<file path="src/rtl/assert_macros.svh">
// Assertion helpers shared by the RTL files.
`ifndef ASSERT_MACROS_SVH
`define ASSERT_MACROS_SVH

`ifndef SYNTHESIS
// Property must hold at every clock edge out of reset.
`define ROC_ASSERT(lbl, clk, rst_n, prop, msg) \
  lbl: assert property (@(posedge clk) disable iff (!rst_n) (prop)) else $error(msg);
// Consequent must hold in the cycle after the antecedent.
`define ROC_ASSERT_NEXT(lbl, clk, rst_n, ante, cons, msg) \
  lbl: assert property (@(posedge clk) disable iff (!rst_n) (ante) |=> (cons)) else $error(msg);
`else
`define ROC_ASSERT(lbl, clk, rst_n, prop, msg)
`define ROC_ASSERT_NEXT(lbl, clk, rst_n, ante, cons, msg)
`endif

`endif

</file>
<file path="src/rtl/roc_pkg.sv">
`timescale 1ns / 1ps

package roc_pkg;

  localparam int GRID_WIDTH  = 1024;
  localparam int GRID_HEIGHT = 512;
  localparam int COUNT_BITS  = 8;

  localparam int GRID_DEPTH = GRID_WIDTH * GRID_HEIGHT;
  localparam int ADDR_W     = $clog2(GRID_DEPTH);
  localparam int XOFF_W     = $clog2(GRID_WIDTH);
  localparam int XLEN_W     = $clog2(GRID_WIDTH + 1);
  localparam int YOFF_W     = $clog2(GRID_HEIGHT);
  localparam int YLEN_W     = $clog2(GRID_HEIGHT + 1);

  localparam int OP_W       = 2;
  localparam int COORD_W    = 16;
  localparam int RECT_LEN_W = 12;
  localparam int CLIP_W_W   = 11;
  localparam int CLIP_H_W   = 10;
  localparam int COST_W     = 32;
  localparam int SPAN_W     = 18;

  localparam int APB_DATA_W = 32;
  localparam int APB_ADDR_W = 4;

  localparam logic [CLIP_W_W-1:0]   CLIP_W_RST = 11'd1024;
  localparam logic [CLIP_H_W-1:0]   CLIP_H_RST = 10'd512;
  localparam logic [COUNT_BITS-1:0] COUNT_MAX  = '1;

  typedef enum logic [OP_W-1:0] {
    OP_ADD   = 2'd0,
    OP_SUB   = 2'd1,
    OP_CLEAR = 2'd2
  } op_t;

  typedef enum logic [1:0] {
    REG_CLIP_X = 2'd0,
    REG_CLIP_Y = 2'd1,
    REG_CLIP_W = 2'd2,
    REG_CLIP_H = 2'd3
  } reg_idx_t;

  typedef enum logic [2:0] {
    ST_CLEAR,
    ST_IDLE,
    ST_CLIP_X,
    ST_CLIP_Y,
    ST_ROW,
    ST_WALK,
    ST_DRAIN,
    ST_DONE
  } state_t;

  typedef struct packed {
    logic signed [COORD_W-1:0] clip_x;
    logic signed [COORD_W-1:0] clip_y;
    logic [CLIP_W_W-1:0]       clip_width;
    logic [CLIP_H_W-1:0]       clip_height;
  } cfg_t;

  // One grid read in flight toward the update unit.
  typedef struct packed {
    logic              vld;
    logic              sub;
    logic [ADDR_W-1:0] addr;
  } cell_req_t;

  typedef struct packed {
    logic clr_cost;
    logic clr_sat;
  } acc_ctl_t;

endpackage

</file>
<file path="src/rtl/roc_acc.sv">
`timescale 1ns / 1ps

module roc_acc (
  input  logic                              clk,
  input  logic                              rst_n,
  input  roc_pkg::cell_req_t                cell_req,
  input  logic [roc_pkg::COUNT_BITS-1:0]    rd_data,
  input  roc_pkg::acc_ctl_t                 acc_ctl,
  output logic                              wr_en,
  output logic [roc_pkg::ADDR_W-1:0]        wr_addr,
  output logic [roc_pkg::COUNT_BITS-1:0]    wr_data,
  output logic signed [roc_pkg::COST_W-1:0] cost,
  output logic                              sat
);
  import roc_pkg::*;

  localparam int DELTA_W = COUNT_BITS + 2;
  localparam int SUM_W   = COST_W + 2;
  localparam logic signed [SUM_W-1:0] SUM_MAX = SUM_W'((64'd1 << (COST_W - 1)) - 64'd1);
  localparam logic signed [SUM_W-1:0] SUM_MIN = ~SUM_MAX;

  logic signed [COST_W-1:0]  cost_r, cost_nxt;
  logic                      sat_r, sat_nxt;
  logic signed [DELTA_W-1:0] delta;
  logic signed [SUM_W-1:0]   sum;
  logic                      upd;
  logic                      hit;

  always_comb begin
    wr_en   = 1'b0;
    wr_data = rd_data;
    delta   = '0;
    upd     = 1'b0;
    hit     = 1'b0;
    if (cell_req.vld) begin
      if (!cell_req.sub) begin
        if (rd_data == COUNT_MAX) begin
          hit = 1'b1;
        end else begin
          wr_en   = 1'b1;
          wr_data = rd_data + COUNT_BITS'(1);
          upd     = (rd_data != '0);
          delta   = DELTA_W'(rd_data) + DELTA_W'(1);
        end
      end else begin
        if (rd_data == '0) begin
          hit = 1'b1;
        end else begin
          wr_en   = 1'b1;
          wr_data = rd_data - COUNT_BITS'(1);
          upd     = (rd_data != COUNT_BITS'(1));
          delta   = -DELTA_W'(rd_data);
        end
      end
    end
  end

  assign wr_addr = cell_req.addr;
  assign sum     = SUM_W'(cost_r) + SUM_W'(delta);

  always_comb begin
    cost_nxt = cost_r;
    if (acc_ctl.clr_cost) begin
      cost_nxt = '0;
    end else if (upd) begin
      if (sum > SUM_MAX) begin
        cost_nxt = SUM_MAX[COST_W-1:0];
      end else if (sum < SUM_MIN) begin
        cost_nxt = SUM_MIN[COST_W-1:0];
      end else begin
        cost_nxt = sum[COST_W-1:0];
      end
    end
    sat_nxt = acc_ctl.clr_sat ? 1'b0 : (sat_r | hit);
  end

  always_ff @(posedge clk) begin
    if (!rst_n) begin
      cost_r <= '0;
      sat_r  <= 1'b0;
    end else begin
      cost_r <= cost_nxt;
      sat_r  <= sat_nxt;
    end
  end

  assign cost = cost_r;
  assign sat  = sat_r;

endmodule
</file>
<file path="config.mk">
export PLATFORM = sky130hd
export DESIGN_NAME = roc_acc
export DESIGN_NICKNAME = d
export VERILOG_FILES = /design/src/rtl/assert_macros.svh /design/src/rtl/roc_pkg.sv /design/src/rtl/roc_acc.sv
export SDC_FILE = /design/constraint.sdc
export NUM_CORES = 1
export LEC_CHECK = 0
export BUFFER_PORTS_ARGS = -buffer_cell sky130_fd_sc_hd__buf_2
export CAP_MARGIN = 40
export CORE_ASPECT_RATIO = 1.2
export CORE_UTILIZATION = 40
export DETAILED_ROUTE_END_ITERATION = 8
export PLACE_DENSITY = 0.73
export SETUP_SLACK_MARGIN = 0.05
export SLEW_MARGIN = 20
export SYNTH_ARGS = -nofsm -noshare
export SYNTH_HDL_FRONTEND = slang
export SYNTH_SLANG_ARGS = --single-unit
</file>
<file path="constraint.sdc">
create_clock -name clk -period 5.42 [get_ports clk]
set_input_delay 0.542 -clock clk [delete_from_list [all_inputs] [get_ports clk]]
set_output_delay 0.542 -clock clk [all_outputs]
set_load 0.01 [all_outputs]
</file>
After elaboration in Yosys (flattened, before gate mapping)
Cells that the tools add are included.
Widths: inputs -> output; s select.
{"block": "word_totals", "regBits": 33, "latchBits": 0, "ram_bits": 0, "mem_bits_ro": 0, "inputBits": 33, "out_inout_bits": 61, "mem_count": 0}
{"block": "classes", "addsub": 5, "n_mul": 0, "n_div": 0, "order_cmp": 2, "eq_ne": 2, "shifts": 0, "mux": 22, "bitwise_logic": 2, "n_reduce_logical": 4}
{"op": "$mux 32", "n": 2}
{"op": "$add 32x10->33", "n": 1}
{"op": "$gt 33x32->1 const B", "n": 1}
{"op": "$lt 33x32->1 const B", "n": 1}
{"op": "$mux 8", "n": 4}
{"op": "$mux 10", "n": 3}
{"op": "$mux 1", "n": 12}
{"op": "$neg 8->10", "n": 1}
{"op": "$add 8x1->9 const B", "n": 1}
{"op": "$mux 9", "n": 1}
{"op": "$add 8x1->8 const B", "n": 1}
{"op": "$eq 8x8->1 const B", "n": 1}
{"op": "$logic_not 8->1", "n": 1}
{"op": "$ne 8x1->1 const B", "n": 1}
{"op": "$reduce_bool 8->1", "n": 1}
{"op": "$sub 8x1->8 const B", "n": 1}
{"op": "$reduce_or 2->1", "n": 2}
{"op": "$not 1->1", "n": 1}
{"op": "$or 1x1->1", "n": 1}

Depth between registers and ports, before layout
Gate-level depths: netlist of the first run.
{"block": "depth", "depth_word": 8, "ltp_mapped": 22, "depth_no_buf": 19}

Worst setup path before layout of the first run
Ideal clock, no wire load.
{"block": "synth_path", "kind": "input to register", "start": "input port rd_data[3] (netlist bit)", "end": "register cost_r[19] (netlist: cost[19])", "arrival_ns": 4.667, "setup_slack_ns": 0.686, "path_stages": 19, "path_cell_list": "clkbuf_1 nand2b_1 nor2_1 nand2_1 and2_0 clkbuf_1 nand2_1 nor2_1 ha_1 buf_2 a21oi_1 nand2_1 o311ai_0 nand2_1 o21a_1 a2111oi_4 nor2_2 buf_6 a21oi_2"}
{"block": "synth_via", "elab_chain_cells": 8}
{"item": "from (decl)", "line_no": "roc_acc.sv:7", "source": "input logic [roc_pkg::COUNT_BITS-1:0] rd_data,"}
{"item": "$add 8x1->9 (tied with other cells)", "line_no": "roc_acc.sv:43", "source": "delta = DELTA_W'(rd_data) + DELTA_W'(1);"}
{"item": "$mux 9 / $mux 10 (equally long branches)", "line_no": "roc_acc.sv:37, roc_acc.sv:46"}
{"item": "$mux 10", "line_no": "roc_acc.sv:36", "source": "if (!cell_req.sub) begin"}
{"item": "$mux 10", "line_no": "roc_acc.sv:35", "source": "if (cell_req.vld) begin"}
{"item": "$add 32x10->33", "line_no": "roc_acc.sv:59", "source": "assign sum = SUM_W'(cost_r) + SUM_W'(delta);"}
{"item": "$lt 33x32->1", "line_no": "roc_acc.sv:68", "source": "end else if (sum < SUM_MIN) begin"}
{"item": "$mux 32", "line_no": "roc_acc.sv:68"}
{"item": "$mux 32", "line_no": "roc_acc.sv:66", "source": "if (sum > SUM_MAX) begin"}
{"item": "to (signal assigned)", "line_no": "roc_acc.sv:82", "source": "cost_r <= cost_nxt;"}
{"item": "to (decl)", "line_no": "roc_acc.sv:22", "source": "logic signed [COST_W-1:0] cost_r, cost_nxt;"}
Parallel ways exist; a longest one is shown, timed or not.
A chain may end at the register's enable or synchronous reset.

Final worst setup path of the first run
{"block": "layout_path", "start": "input port rd_data[2] (netlist bit)", "end": "register cost_r[5] (netlist: cost[5])"}
Same word-level chain as after synthesis.

==> results of run 1 <==
where the power goes:
group          internal, W  switching (W)  leakage (nW)
clock network     0.000195       0.000115        0.0799
logic             0.000106       0.000175          1.59
registers         0.000254      0.0000103         0.269
total             0.000555       0.000300          1.94
registers in the layout, indices dropped and copies added (netlist names):
register / flops
cost: 32
sat: 1
final cells by class:
cell class | count | area share [%]
Clock inverter | 1 | 0.112
Multi-Input combinational cell | 456 | 68.5
Sequential cell | 33 | 14.8
Inverter | 18 | 1.51
Tap cell | 126 | 3.53
Timing Repair Buffer | 67 | 8.17
Clock buffer | 7 | 3.41
synthesized netlist by cell type (4+ instances only):
| cell | count | area share [%] |
|---|---|---|
| buf_2 | 6 | 0.74 |
| nand3_1 | 12 | 1.5 |
| and2_1 | 4 | 0.61 |
| or3_1 | 6 | 0.92 |
| nor2_1 | 36 | 3.3 |
| nor2b_1 | 6 | 0.92 |
| o21a_1 | 6 | 1.1 |
| a21o_1 | 10 | 1.8 |
| clkbuf_1 | 22 | 2.0 |
| nor3_1 | 8 | 0.98 |
| o21ai_0 | 66 | 8.1 |
| dfxtp_1 | 33 | 16 |
| ha_1 | 37 | 11 |
| a31oi_1 | 9 | 1.4 |
| a21oi_1 | 51 | 6.3 |
| o22ai_1 | 4 | 0.61 |
| o211ai_1 | 11 | 2.0 |
| inv_1 | 18 | 1.7 |
| o21bai_1 | 10 | 1.8 |
| o21ai_1 | 11 | 1.3 |
| xnor2_1 | 24 | 5.1 |
| xor2_1 | 8 | 1.7 |
| nand2_1 | 37 | 3.4 |
| a211oi_1 | 7 | 1.3 |
| a21oi_2 | 21 | 4.5 |
| nand2b_1 | 8 | 1.2 |
| buf_4 | 20 | 3.7 |
| and3_1 | 10 | 1.5 |
| nand4_1 | 4 | 0.61 |
path summary, 6_finish.rpt:
| check | from | slack, ns | cells past startpoint | to |
|---|---|---|---|---|
| hold reg to reg | sat | 0.53 | 2 | sat |
| setup reg to reg | cost[0] | 2.23 | 12 | cost[5] |
| setup / recovery | rd_data[2] | 0.70 | 16 | cost[5] |
| hold / removal | acc_ctl[0] | 0.42 | 2 | sat |
through the flow:
step	utilization (%)	power [W]	std cells	setup slack [ns]	hold WS, ns
floorplan	-	0.000489	560	0.686	0.529
global placement	43.3	0.000540	700	0.633	0.503
detailed placement	43.3	0.000546	700	0.497	0.517
CTS	44.9	0.000856	708	0.777	0.420
global route	44.9	0.000904	708	0.456	0.416
finish	44.9	0.000855	708	0.703	0.417
cell families after synthesis:
family,after synthesis,synth area share [%]
fa+ha+maj,38,11.8
simple gates,145,17.6
flops,33,16.2
compound gates,240,38.4
buf+inv,71,8.92
xor+xnor,32,6.86
mux,1,0.245
per-layer routing:
layer  vias up  track usage (%)  part of all wire [%]
met5         -                0                     0
met4         0             8.21                   1.7
met3        22             3.05                   6.0
met2       176             38.2                    49
met1      1962             28.1                    43
li1       2082                -                     -
==> results.md, run 1 <==
- Status: finished clean
- Design Area, Final: 4470 sq um
- Peak supply drop: 0.124 mV
- CP bufs+invs: 3
- Fillers: 990
- Worst EP required: 5.63 ns
- Most frequent cells in the layout: o21ai_0 (66), buf_2 (55), a21oi_1 (51)
- Max_slew headroom: 45.7%
- H-tree levels: 2
- DRC: 0
- DP HPWL: 8.67 mm
- Die span in y: 113 um
- CORE AREA: 9960 sq um
- FP Rows: 40
- Fraction of layout cells with a size suffix above 1: 18.9%
- Multi-input gate area: 3060 sq um
- Slew Viols, Final: 0
- Routed wire length: 11.5 mm
- Type of the worst min-delay path: in -> reg
- # resized after CTS: 0
- Share of synthesized registers carrying an async set or reset: 0%
- Power per cell area: 191 nW/um^2
- Vias in the first global route: 4065
- Setup violations, final: 0
- CP max-delay cell: or4b_2
- Clock skew: 0.00556 ns
- CP endpoint kind: flop
- Worst setup path class: in -> reg
- First-pass GRT wire length: 19.2 mm
- Largest net degree at the start of global routing: 33
- Wirelength per Cell: 16.3 um
- Post-Syn Area: 4080 sq um
- Postcts setup bufs: 0
- Slowest cell delay on critical path: 0.72 ns
- Register area: 661 sq um
- Post-layout min period: 4.72 ns
- Top Ports: 94
- Clk slew on worst S/H paths: 0.06 ns
- Final Hold Violating Endpoints: 0
- CP startpoint kind: primary input
- Critical-path cell list: buf_2 > or3_1 > or4b_2 > nor2_1 > nor2_1 > buf_4 > ha_1 > nand2_1 > a2111oi_2 > o21ai_1 > and3_4 > or3_4 > a2111oi_4 > nor2_2 > buf_4 > a21oi_1
- Total CTS buffers: 5
- CTS tree: done
- Syn_nets: 631
- Crit-path leading delay family: simple AND/OR/NAND/NOR gates
- Post-synthesis sequential area ratio: 16.2%
- Initial core utilization: 41.0%
- Max Fclk: 212 MHz
- Netlist cell types: 65
- RSZ-0062 raised after global routing: no
- Static leakage power: 1.94 nW
- Yosys Warn Count: 0
- CTS root buffer: clkbuf_16
- First-pass DRT Iterations: 5
- Post-Synthesis Cells: 560
- Avg Synthesized Cell Area: 7.29 sq um
- Max Buffers Root-to-Sink: 2
- Post-route ant nets: 0
- Final worst path period share: 87.0%
- Post-synth top flop: dfxtp_1
- Tot GR Track Use: 22.3%
- Setup TNS: 0 ns
- Area delta synth->final: 9.53%
- Fin nets: 652
- Max FO, Critical Path: 23
- Clk_lat worst skew: 0.29 ns
- Placer congestion estimate: 0.981
- Antenna violations before repair: 0
- Number of buffers added on ports: 55
- Hold_buf cts: 0
- Slew @ Worst Pin: 0.807 ns
- Die ar.: 10600 sq um
- Post-synthesis register bit count: 33
- Vias: 4242
- Max-Cap Viols: 0
- Inserted Diodes: 0
- CP arrival: 4.93 ns
- Post-synth EDFFs: 0
- Most common cell after layout, fill and taps aside: o21ai_0
- Mean number of vias per cell: 5.99
- Placed cell areas: 4310 sq um
- CTS sink cnt: 33
- Die Width: 94.2 um
- Starting DRC count in detailed routing: 315
- Grt total ovfl: 0
(Power assumes the default switching activity.)
==> run 2: changes to the inputs <==
CELL_PAD_IN_SITES_DETAIL_PLACEMENT = 0   (was unset)
CELL_PAD_IN_SITES_GLOBAL_PLACEMENT = 1   (was unset)
PLACE_DENSITY = 0.93   (was 0.73)
==> run 2 against run 1 <==
  * Sequential share of layout area is essentially flat
  * Combinational power about the same
  * Cell count fell by 0.14%
  * Worst setup slack worse by 0.19 ns
  * Critical endpoint is now cost[7]
  * Critical path type unchanged
  * Hold slack lost 0.0070 ns
  * Utilization fell by 0.050 points
  * Largest power group unchanged
  * Design area shrank 0.11%
==> results.md, run 2 (synthesis results as in run 1) <==
- Status: finished clean (unchanged)
- Die Width: 94.2 um (unchanged)
- Max Buffers Root-to-Sink: 2 (unchanged)
- Routed wire length: 11.4 mm (was 11.5 mm)
- Slowest cell delay on critical path: 0.56 ns (was 0.72 ns)
- CTS sink cnt: 33 (unchanged)
- Starting DRC count in detailed routing: 191 (was 315)
- Vias in the first global route: 4115 (was 4065)
- Area delta synth->final: 9.41% (was 9.53%)
- Worst EP required: 5.64 ns (was 5.63 ns)
- Grt total ovfl: 0 (unchanged)
- Fillers: 1007 (was 990)
- Met2 usage: 39.8% (was 38.2%)
- Fraction of layout cells with a size suffix above 1: 18.9% (about the same)
- Reg-to-reg startpoint: cost[0] (unchanged)
- Worst Setup SP: rd_data[0] (was rd_data[2])
- Largest net degree at the start of global routing: 33 (unchanged)
- Hold_buf cts: 0 (unchanged)
- Multi-input gate area: 3070 sq um (was 3060 sq um)
- Clk slew on worst S/H paths: 0.06 ns (about the same)
- HP Start: acc_ctl[0] (unchanged)
- Most common cell after layout, fill and taps aside: o21ai_0 (unchanged)
- Static leakage power: 1.94 nW (about the same)
- CP endpoint kind: flop (unchanged)
- Setup TNS: 0 ns (unchanged)
- Most frequent cells in the layout: o21ai_0 (66), buf_2 (55), a21oi_1 (51) (unchanged)
- Postcts setup bufs: 0 (unchanged)
- Max Fclk: 204 MHz (was 212 MHz)
- Clock skew: 0.00337 ns (was 0.00556 ns)
- GR peak layer: met2 (unchanged)
- CP arrival: 5.13 ns (was 4.93 ns)
- Type of the worst min-delay path: in -> reg (unchanged)
- Number of buffers added on ports: 55 (unchanged)
- Mean number of vias per cell: 6.03 (was 5.99)
- First-pass DRT Iterations: 5 (unchanged)
- CP bufs+invs: 2 (was 3)
- Fin nets: 651 (was 652)
- M1 GR Usage: 26.3% (was 28.1%)
- Max FO, Critical Path: 14 (was 23)
- First-pass GRT wire length: 19.2 mm (about the same)
- FP Rows: 40 (unchanged)
- Final Hold Violating Endpoints: 0 (unchanged)
- Placed cells: 699 (was 700)
- CTS root buffer: clkbuf_16 (unchanged)
- Power per cell area: 191 nW/um^2 (about the same)
- Clk_lat worst skew: 0.29 ns (about the same)
- RSZ-0062 raised after global routing: no (unchanged)
- Final worst path period share: 90.5% (was 87.0%)
- Initial core utilization: 41.0% (unchanged)
- Slew @ Worst Pin: 0.739 ns (was 0.807 ns)
- Antenna violations before repair: 0 (unchanged)
- CTS tree: done (unchanged)
- Top cell by count, worst path: and3_1
- CP max-delay cell: a31oi_1 (was or4b_2)
- Die span in y: 113 um (unchanged)
- Vias: 4263 (was 4242)
- Worst setup path class: in -> reg (unchanged)
- Wirelength per Cell: 16.2 um (was 16.3 um)
- CP startpoint kind: primary input (unchanged)
- Inserted Diodes: 0 (unchanged)
- Post-route ant nets: 0 (unchanged)
- Post-layout min period: 4.90 ns (was 4.72 ns)
- Top Ports: 94 (unchanged)
- # resized after CTS: 0 (unchanged)
- Slew Viols, Final: 0 (unchanged)
- Register area: 661 sq um (unchanged)
- Pre-CTS setup slack: 0.315 ns (was 0.497 ns)
- H-tree levels: 2 (unchanged)
- Tot GR Track Use: 22.4% (was 22.3%)
- Setup ws final: 0.515 ns (was 0.703 ns)
- Peak supply drop: 0.113 mV (was 0.124 mV)
- Met3 Track Usage GR: 3.79% (was 3.05%)
- CORE AREA: 9960 sq um (unchanged)
- Max_slew headroom: 50.2% (was 45.7%)
- DRC: 0 (unchanged)
- Placer congestion estimate: 0.985 (was 0.981)
- Critical-path cell list: buf_2 > ha_1 > and3_1 > and3_1 > a31oi_1 > nor2_1 > nor2b_1 > nand2_1 > fa_1 > nand2b_1 > a21oi_1 > o21ai_1 > and3_4 > or3_4 > a32oi_2 > buf_4 > o21ai_0 > a21oi_2 (was buf_2 > or3_1 > or4b_2 > nor2_1 > nor2_1 > buf_4 > ha_1 > nand2_1 > a2111oi_2 > o21ai_1 > and3_4 > or3_4 > a2111oi_4 > nor2_2 > buf_4 > a21oi_1)
- Crit-path leading delay family: simple AND/OR/NAND/NOR gates (unchanged)
- Total CTS buffers: 5 (unchanged)
- Non-Filler Instances: 707 (was 708)
- Max FFs per register: 32 (unchanged)
- DP HPWL: 8.73 mm (was 8.67 mm)
- Max-Cap Viols: 0 (unchanged)
- Die ar.: 10600 sq um (unchanged)
- Setup violations, final: 0 (unchanged)
## run 2: power breakdown
group	switching, W	internal, W	leakage (nW)	total (W)
Clock	0.000112	0.000195	0.0799	0.000307
Combinational	0.000175	0.000106	1.59	0.000282
Sequential	0.0000102	0.000254	0.269	0.000265
Total	0.000298	0.000555	1.94	0.000853
## run 2: metal layers
layer / vias to the layer above / share of wire [%]
met5: - / 0
met4: 0 / 2.4
met3: 25 / 5.8
met2: 147 / 49
met1: 2004 / 42
li1: 2087 / -
## run 2: cell type report
class | count | area share (%)
Clock buffer | 7 | 3.42
Clock inverter | 1 | 0.112
Sequential cell | 33 | 14.8
Multi-Input combinational cell | 456 | 68.6
Tap cell | 126 | 3.53
Inverter | 18 | 1.51
Timing Repair Buffer | 66 | 8.01
## run 2: worst register-to-register path: cells and delay by family (launching register included)
family                   cells  cell delay (ns)
adder cells (fa/ha/maj)      2             0.60
AND/OR/NAND/NOR              3             0.78
buffers and inverters        2             0.36
AO/OA/AOI/OAI                5             1.17
flip-flops                   1             0.36
## run 2: final timing paths
check	to	slack (ns)	cells after the start
setup / recovery	cost[7]	0.52	18
hold / removal	sat	0.41	2
setup reg to reg	cost[7]	2.09	12
hold reg to reg	sat	0.51	2
## run 2: through the flow
step | power [W] | hold slack [ns] | instance area [sq um] | utilization, %
floorplan | 0.000489 | 0.529 | 4080 | -
global placement | 0.000542 | 0.506 | 4310 | 43.3
detailed placement | 0.000548 | 0.511 | 4310 | 43.3
CTS | 0.000862 | 0.404 | 4470 | 44.8
global route | 0.000906 | 0.407 | 4470 | 44.8
finish | 0.000853 | 0.410 | 4470 | 44.8
==> run 3: changes to the inputs <==
ABC_AREA = 1   (was unset)
CORE_MARGIN = 2   (was unset)
CORE_UTILIZATION = 38   (was 40)
==> run 3 against run 2 <==
  * Wire length grew 0.77%
  * Sequential power is essentially flat
  * First-iteration DRC count grew 35%
  * Combinational power shrank 2%
  * Design area grew 5.0%
  * Critical path depth grew 3
  * Utilization shrank 2.3 points
  * Fmax grew 20%
  * Worst setup slack gained 0.81 ns
  * Critical path type unchanged
  * Largest power group unchanged
==> results.md, run 3 <==
- RSZ-0062 raised after global routing: no (unchanged)
- Final Util: 42.5% (was 44.8%)
- Setup violations, final: 0 (unchanged)
- Post-synth EDFFs: 0 (unchanged)
- First-pass GRT wire length: 19.5 mm (was 19.2 mm)
- Mean number of vias per cell: 4.94 (was 6.03)
- Yosys top cell by area: nand2_1 (was dfxtp_1)
- Inserted Diodes: 0 (unchanged)
- # resized after CTS: 0 (unchanged)
- Top Ports: 94 (unchanged)
- Top post-synthesis cells by area: nand2_1 (21%), dfxtp_1 (15%), ha_1 (11%), inv_1 (8.8%), nor2_1 (5.7%) (was dfxtp_1 (16%), ha_1 (11%), o21ai_0 (8.1%), a21oi_1 (6.3%), xnor2_1 (5.1%))
- Vias: 4405 (was 4263)
- Max Buffers Root-to-Sink: 2 (unchanged)
- Vias in the first global route: 4219 (was 4115)
- Slowest cell delay on critical path: 0.51 ns (was 0.56 ns)
- HP Start: acc_ctl[0] (unchanged)
- Area delta synth->final: 9.14% (was 9.41%)
- Worst Setup SP: rd_data[0] (unchanged)
- Status: finished clean (unchanged)
- Largest net degree at the start of global routing: 34 (was 33)
- Routed wire length: 11.5 mm (was 11.4 mm)
- Number of buffers added on ports: 55 (unchanged)
- FF-to-FF End: cost[20] (was cost[7])
- Sequential share of power: 32.1% (was 31.0%)
- Slew Viols, Final: 0 (unchanged)
- Initial core utilization: 38.9% (was 41.0%)
- CTS root buffer: clkbuf_16 (unchanged)
- Postcts setup bufs: 0 (unchanged)
- Hold Crit Depth: 2 (unchanged)
- CTS sink cnt: 33 (unchanged)
- Hold_buf cts: 0 (unchanged)
- Reg2Reg Depth: 16 (was 12)
- Worst EP required: 5.60 ns (was 5.64 ns)
- Most frequent cells in the layout: nand2_1 (236), inv_1 (101), nor2_1 (64) (was o21ai_0 (66), buf_2 (55), a21oi_1 (51))
- CP endpoint kind: flop (unchanged)
- Max FFs per register: 32 (unchanged)
- Fillers: 1223 (was 1007)
- Yosys top cell area share: 20.6% (was 16.2%)
- Yosys Warn Count: 0 (unchanged)
- Die span in y: 121 um (was 113 um)
- Max Fclk: 244 MHz (was 204 MHz)
- Worst setup path class: in -> reg (unchanged)
- Slew @ Worst Pin: 0.649 ns (was 0.739 ns)
- Critical-path cell list: buf_2 > inv_1 > ha_1 > nand2_1 > nor2_1 > nor2_1 > nand2_1 > a21oi_2 > buf_4 > ha_1 > a21oi_1 > nand2_1 > a21oi_1 > nand2_2 > nand2_1 > nand2_1 > nand2_1 > nand2_2 > a21oi_4 > buf_12 > a21oi_1 (was buf_2 > ha_1 > and3_1 > and3_1 > a31oi_1 > nor2_1 > nor2b_1 > nand2_1 > fa_1 > nand2b_1 > a21oi_1 > o21ai_1 > and3_4 > or3_4 > a32oi_2 > buf_4 > o21ai_0 > a21oi_2)
- Max FO, Critical Path: 23 (was 14)
- Max_slew headroom: 56.6% (was 50.2%)
- Synth cell count leaders: nand2_1 (236), inv_1 (101), nor2_1 (65) (was o21ai_0 (66), a21oi_1 (51), ha_1 (37), nand2_1 (37), nor2_1 (36))
- Post-synth top flop: dfxtp_1 (unchanged)
- Grt total ovfl: 0 (unchanged)
- Placer congestion estimate: 0.920 (was 0.985)
- Clk slew on worst S/H paths: 0.06 ns (about the same)
- Final Hold Violating Endpoints: 0 (unchanged)
- Combinational power share: 33.2% (was 33.0%)
- Net load switching power: 0.000307 W (was 0.000298 W)
- Syn_nets: 797 (was 631)
- Switching Share: 37.1% (was 34.9%)
- Static leakage power: 2.62 nW (was 1.94 nW)
- First-pass DRT Iterations: 5 (unchanged)
- Fraction of layout cells with a size suffix above 1: 14.6% (was 18.9%)
- Final worst path period share: 75.5% (was 90.5%)
- Tot GR Track Use: 19.7% (was 22.4%)
- H-tree levels: 2 (unchanged)
- Placed cell areas: 4550 sq um (was 4310 sq um)
- Wirelength per Cell: 12.9 um (was 16.2 um)
- Internal Power: 0.000520 W (was 0.000555 W)
- Clk_lat worst skew: 0.29 ns (about the same)
- CORE AREA: 11000 sq um (was 9960 sq um)
- CP arrival: 4.27 ns (was 5.13 ns)
- Most common cell after layout, fill and taps aside: nand2_1 (was o21ai_0)
- Die ar.: 12200 sq um (was 10600 sq um)
- Post-Syn Area: 4300 sq um (was 4080 sq um)
- Setup ws final: 1.33 ns (was 0.515 ns)
- Power per cell area: 176 nW/um^2 (was 191 nW/um^2)
- CTS tree: done (unchanged)
- Peak supply drop: 0.113 mV (about the same)
- FP Rows: 42 (was 40)
- CP max-delay cell: a21oi_4 (was a31oi_1)
- Netlist cell types: 37 (was 65)
- Top-count cell post-synth: nand2_1 (was o21ai_0)
- CP startpoint kind: primary input (unchanged)
- Top cell by count, worst path: nand2_1 (was and3_1)
- Avg Synthesized Cell Area: 5.92 sq um (was 7.29 sq um)
- Die Width: 101 um (was 94.2 um)
- Post-route ant nets: 0 (unchanged)
- Post-synthesis register bit count: 33 (unchanged)
- Pre-CTS setup slack: 1.06 ns (was 0.315 ns)
- Post-Synthesis Cells: 726 (was 560)
- DP HPWL: 9.11 mm (was 8.73 mm)
- Clock skew: 0.00813 ns (was 0.00337 ns)
- Post-layout min period: 4.09 ns (was 4.90 ns)
- Worst setup path end: cost[20] (was cost[7])
- Share of synthesized registers carrying an async set or reset: 0% (unchanged)
- DRC: 0 (unchanged)
- Clock share of power: 34.7% (was 36.0%)
- Total CTS buffers: 5 (unchanged)
- Starting DRC count in detailed routing: 257 (was 191)
- Reg-to-reg startpoint: cost[0] (unchanged)
- Fin nets: 830 (was 651)
- Reg2reg setup slack: 2.62 ns (was 2.09 ns)
- Pwr Total: 0.000827 W (was 0.000853 W)
- Type of the worst min-delay path: in -> reg (unchanged)
- Post-synthesis sequential area ratio: 15.4% (was 16.2%)
- Setup TNS: 0 ns (unchanged)
- Design Area, Final: 4690 sq um (was 4470 sq um)
- Max-Cap Viols: 0 (unchanged)
- Antenna violations before repair: 0 (unchanged)
run 3: changes by cell type after synthesis, sizes merged, moves of 11 or more:
cell	before	now
nand3	12	32
and3	11	0
nor2	37	68
inv	18	102
clkbuf	22	7
nand2	38	245
xor2	8	22
o21ai	78	45
xnor2	24	4
run 3: layer usage:
layer	GRT usage, %	part of all wire (%)	vias up	wire length, um
li1	-	-	2365	-
met1	24.4	45	1934	5200
met2	34.6	48	86	5570
met3	2.66	4.0	20	466
met4	7.01	2.5	0	289
met5	0	0	-	0
run 3: power by group through the flow:
stage / registers [W] / logic (W) / clock network [W]
final: 0.000266 / 0.000275 / 0.000287
after global routing: 0.000268 / 0.000312 / 0.000308
after CTS: 0.000266 / 0.000276 / 0.000297
after detailed placement: 0.000271 / 0.000274 / 0
after global placement: 0.000271 / 0.000274 / 0
after floorplan: 0.000275 / 0.000217 / 0
run 3: cell type report:
class	instances	area (sq um)	area share, %
multi-input combinational	558	3030	64.5
sequential	33	661	14.1
inverter	103	387	8.24
timing repair buffer	58	310	6.62
tap	132	165	3.52
clock buffer	5	125	2.67
clock inverter	3	17.5	0.373
run 3: worst min path at each step:
stage,end
global placement,sat
finish,sat
CTS,sat
detailed placement,sat
global route,sat
floorplan,sat
run 3: through the flow:
step           instances  hold WS (ns)
2_1_floorplan        726         0.522
3_3_place_gp         884         0.509
3_5_place_dp         884         0.510
4_1_cts              892         0.406
5_1_grt              892         0.416
6_report             892         0.411
run 3: critical path, delay by kind of cell:
kind / cells / cell delay, ns
adder cells (fa/ha/maj): 2 / 0.59
AO/OA/AOI/OAI: 5 / 1.12
AND/OR/NAND/NOR: 10 / 1.20
buffers and inverters: 4 / 0.78
run 3: cells by family (layout without fill, tap and decap cells):
logic type / count (synthesis) / count (layout) / synth area share [%]
adders and majority gates: 38 / 38 / 11.2
AOI/OAI and AO/OA: 135 / 135 / 19.4
xor gates and xnor gates: 26 / 26 / 5.30
buffers and inverters: 135 / 169 / 14.5
DFF: 33 / 33 / 15.4
and+or+nand+nor: 359 / 359 / 34.2
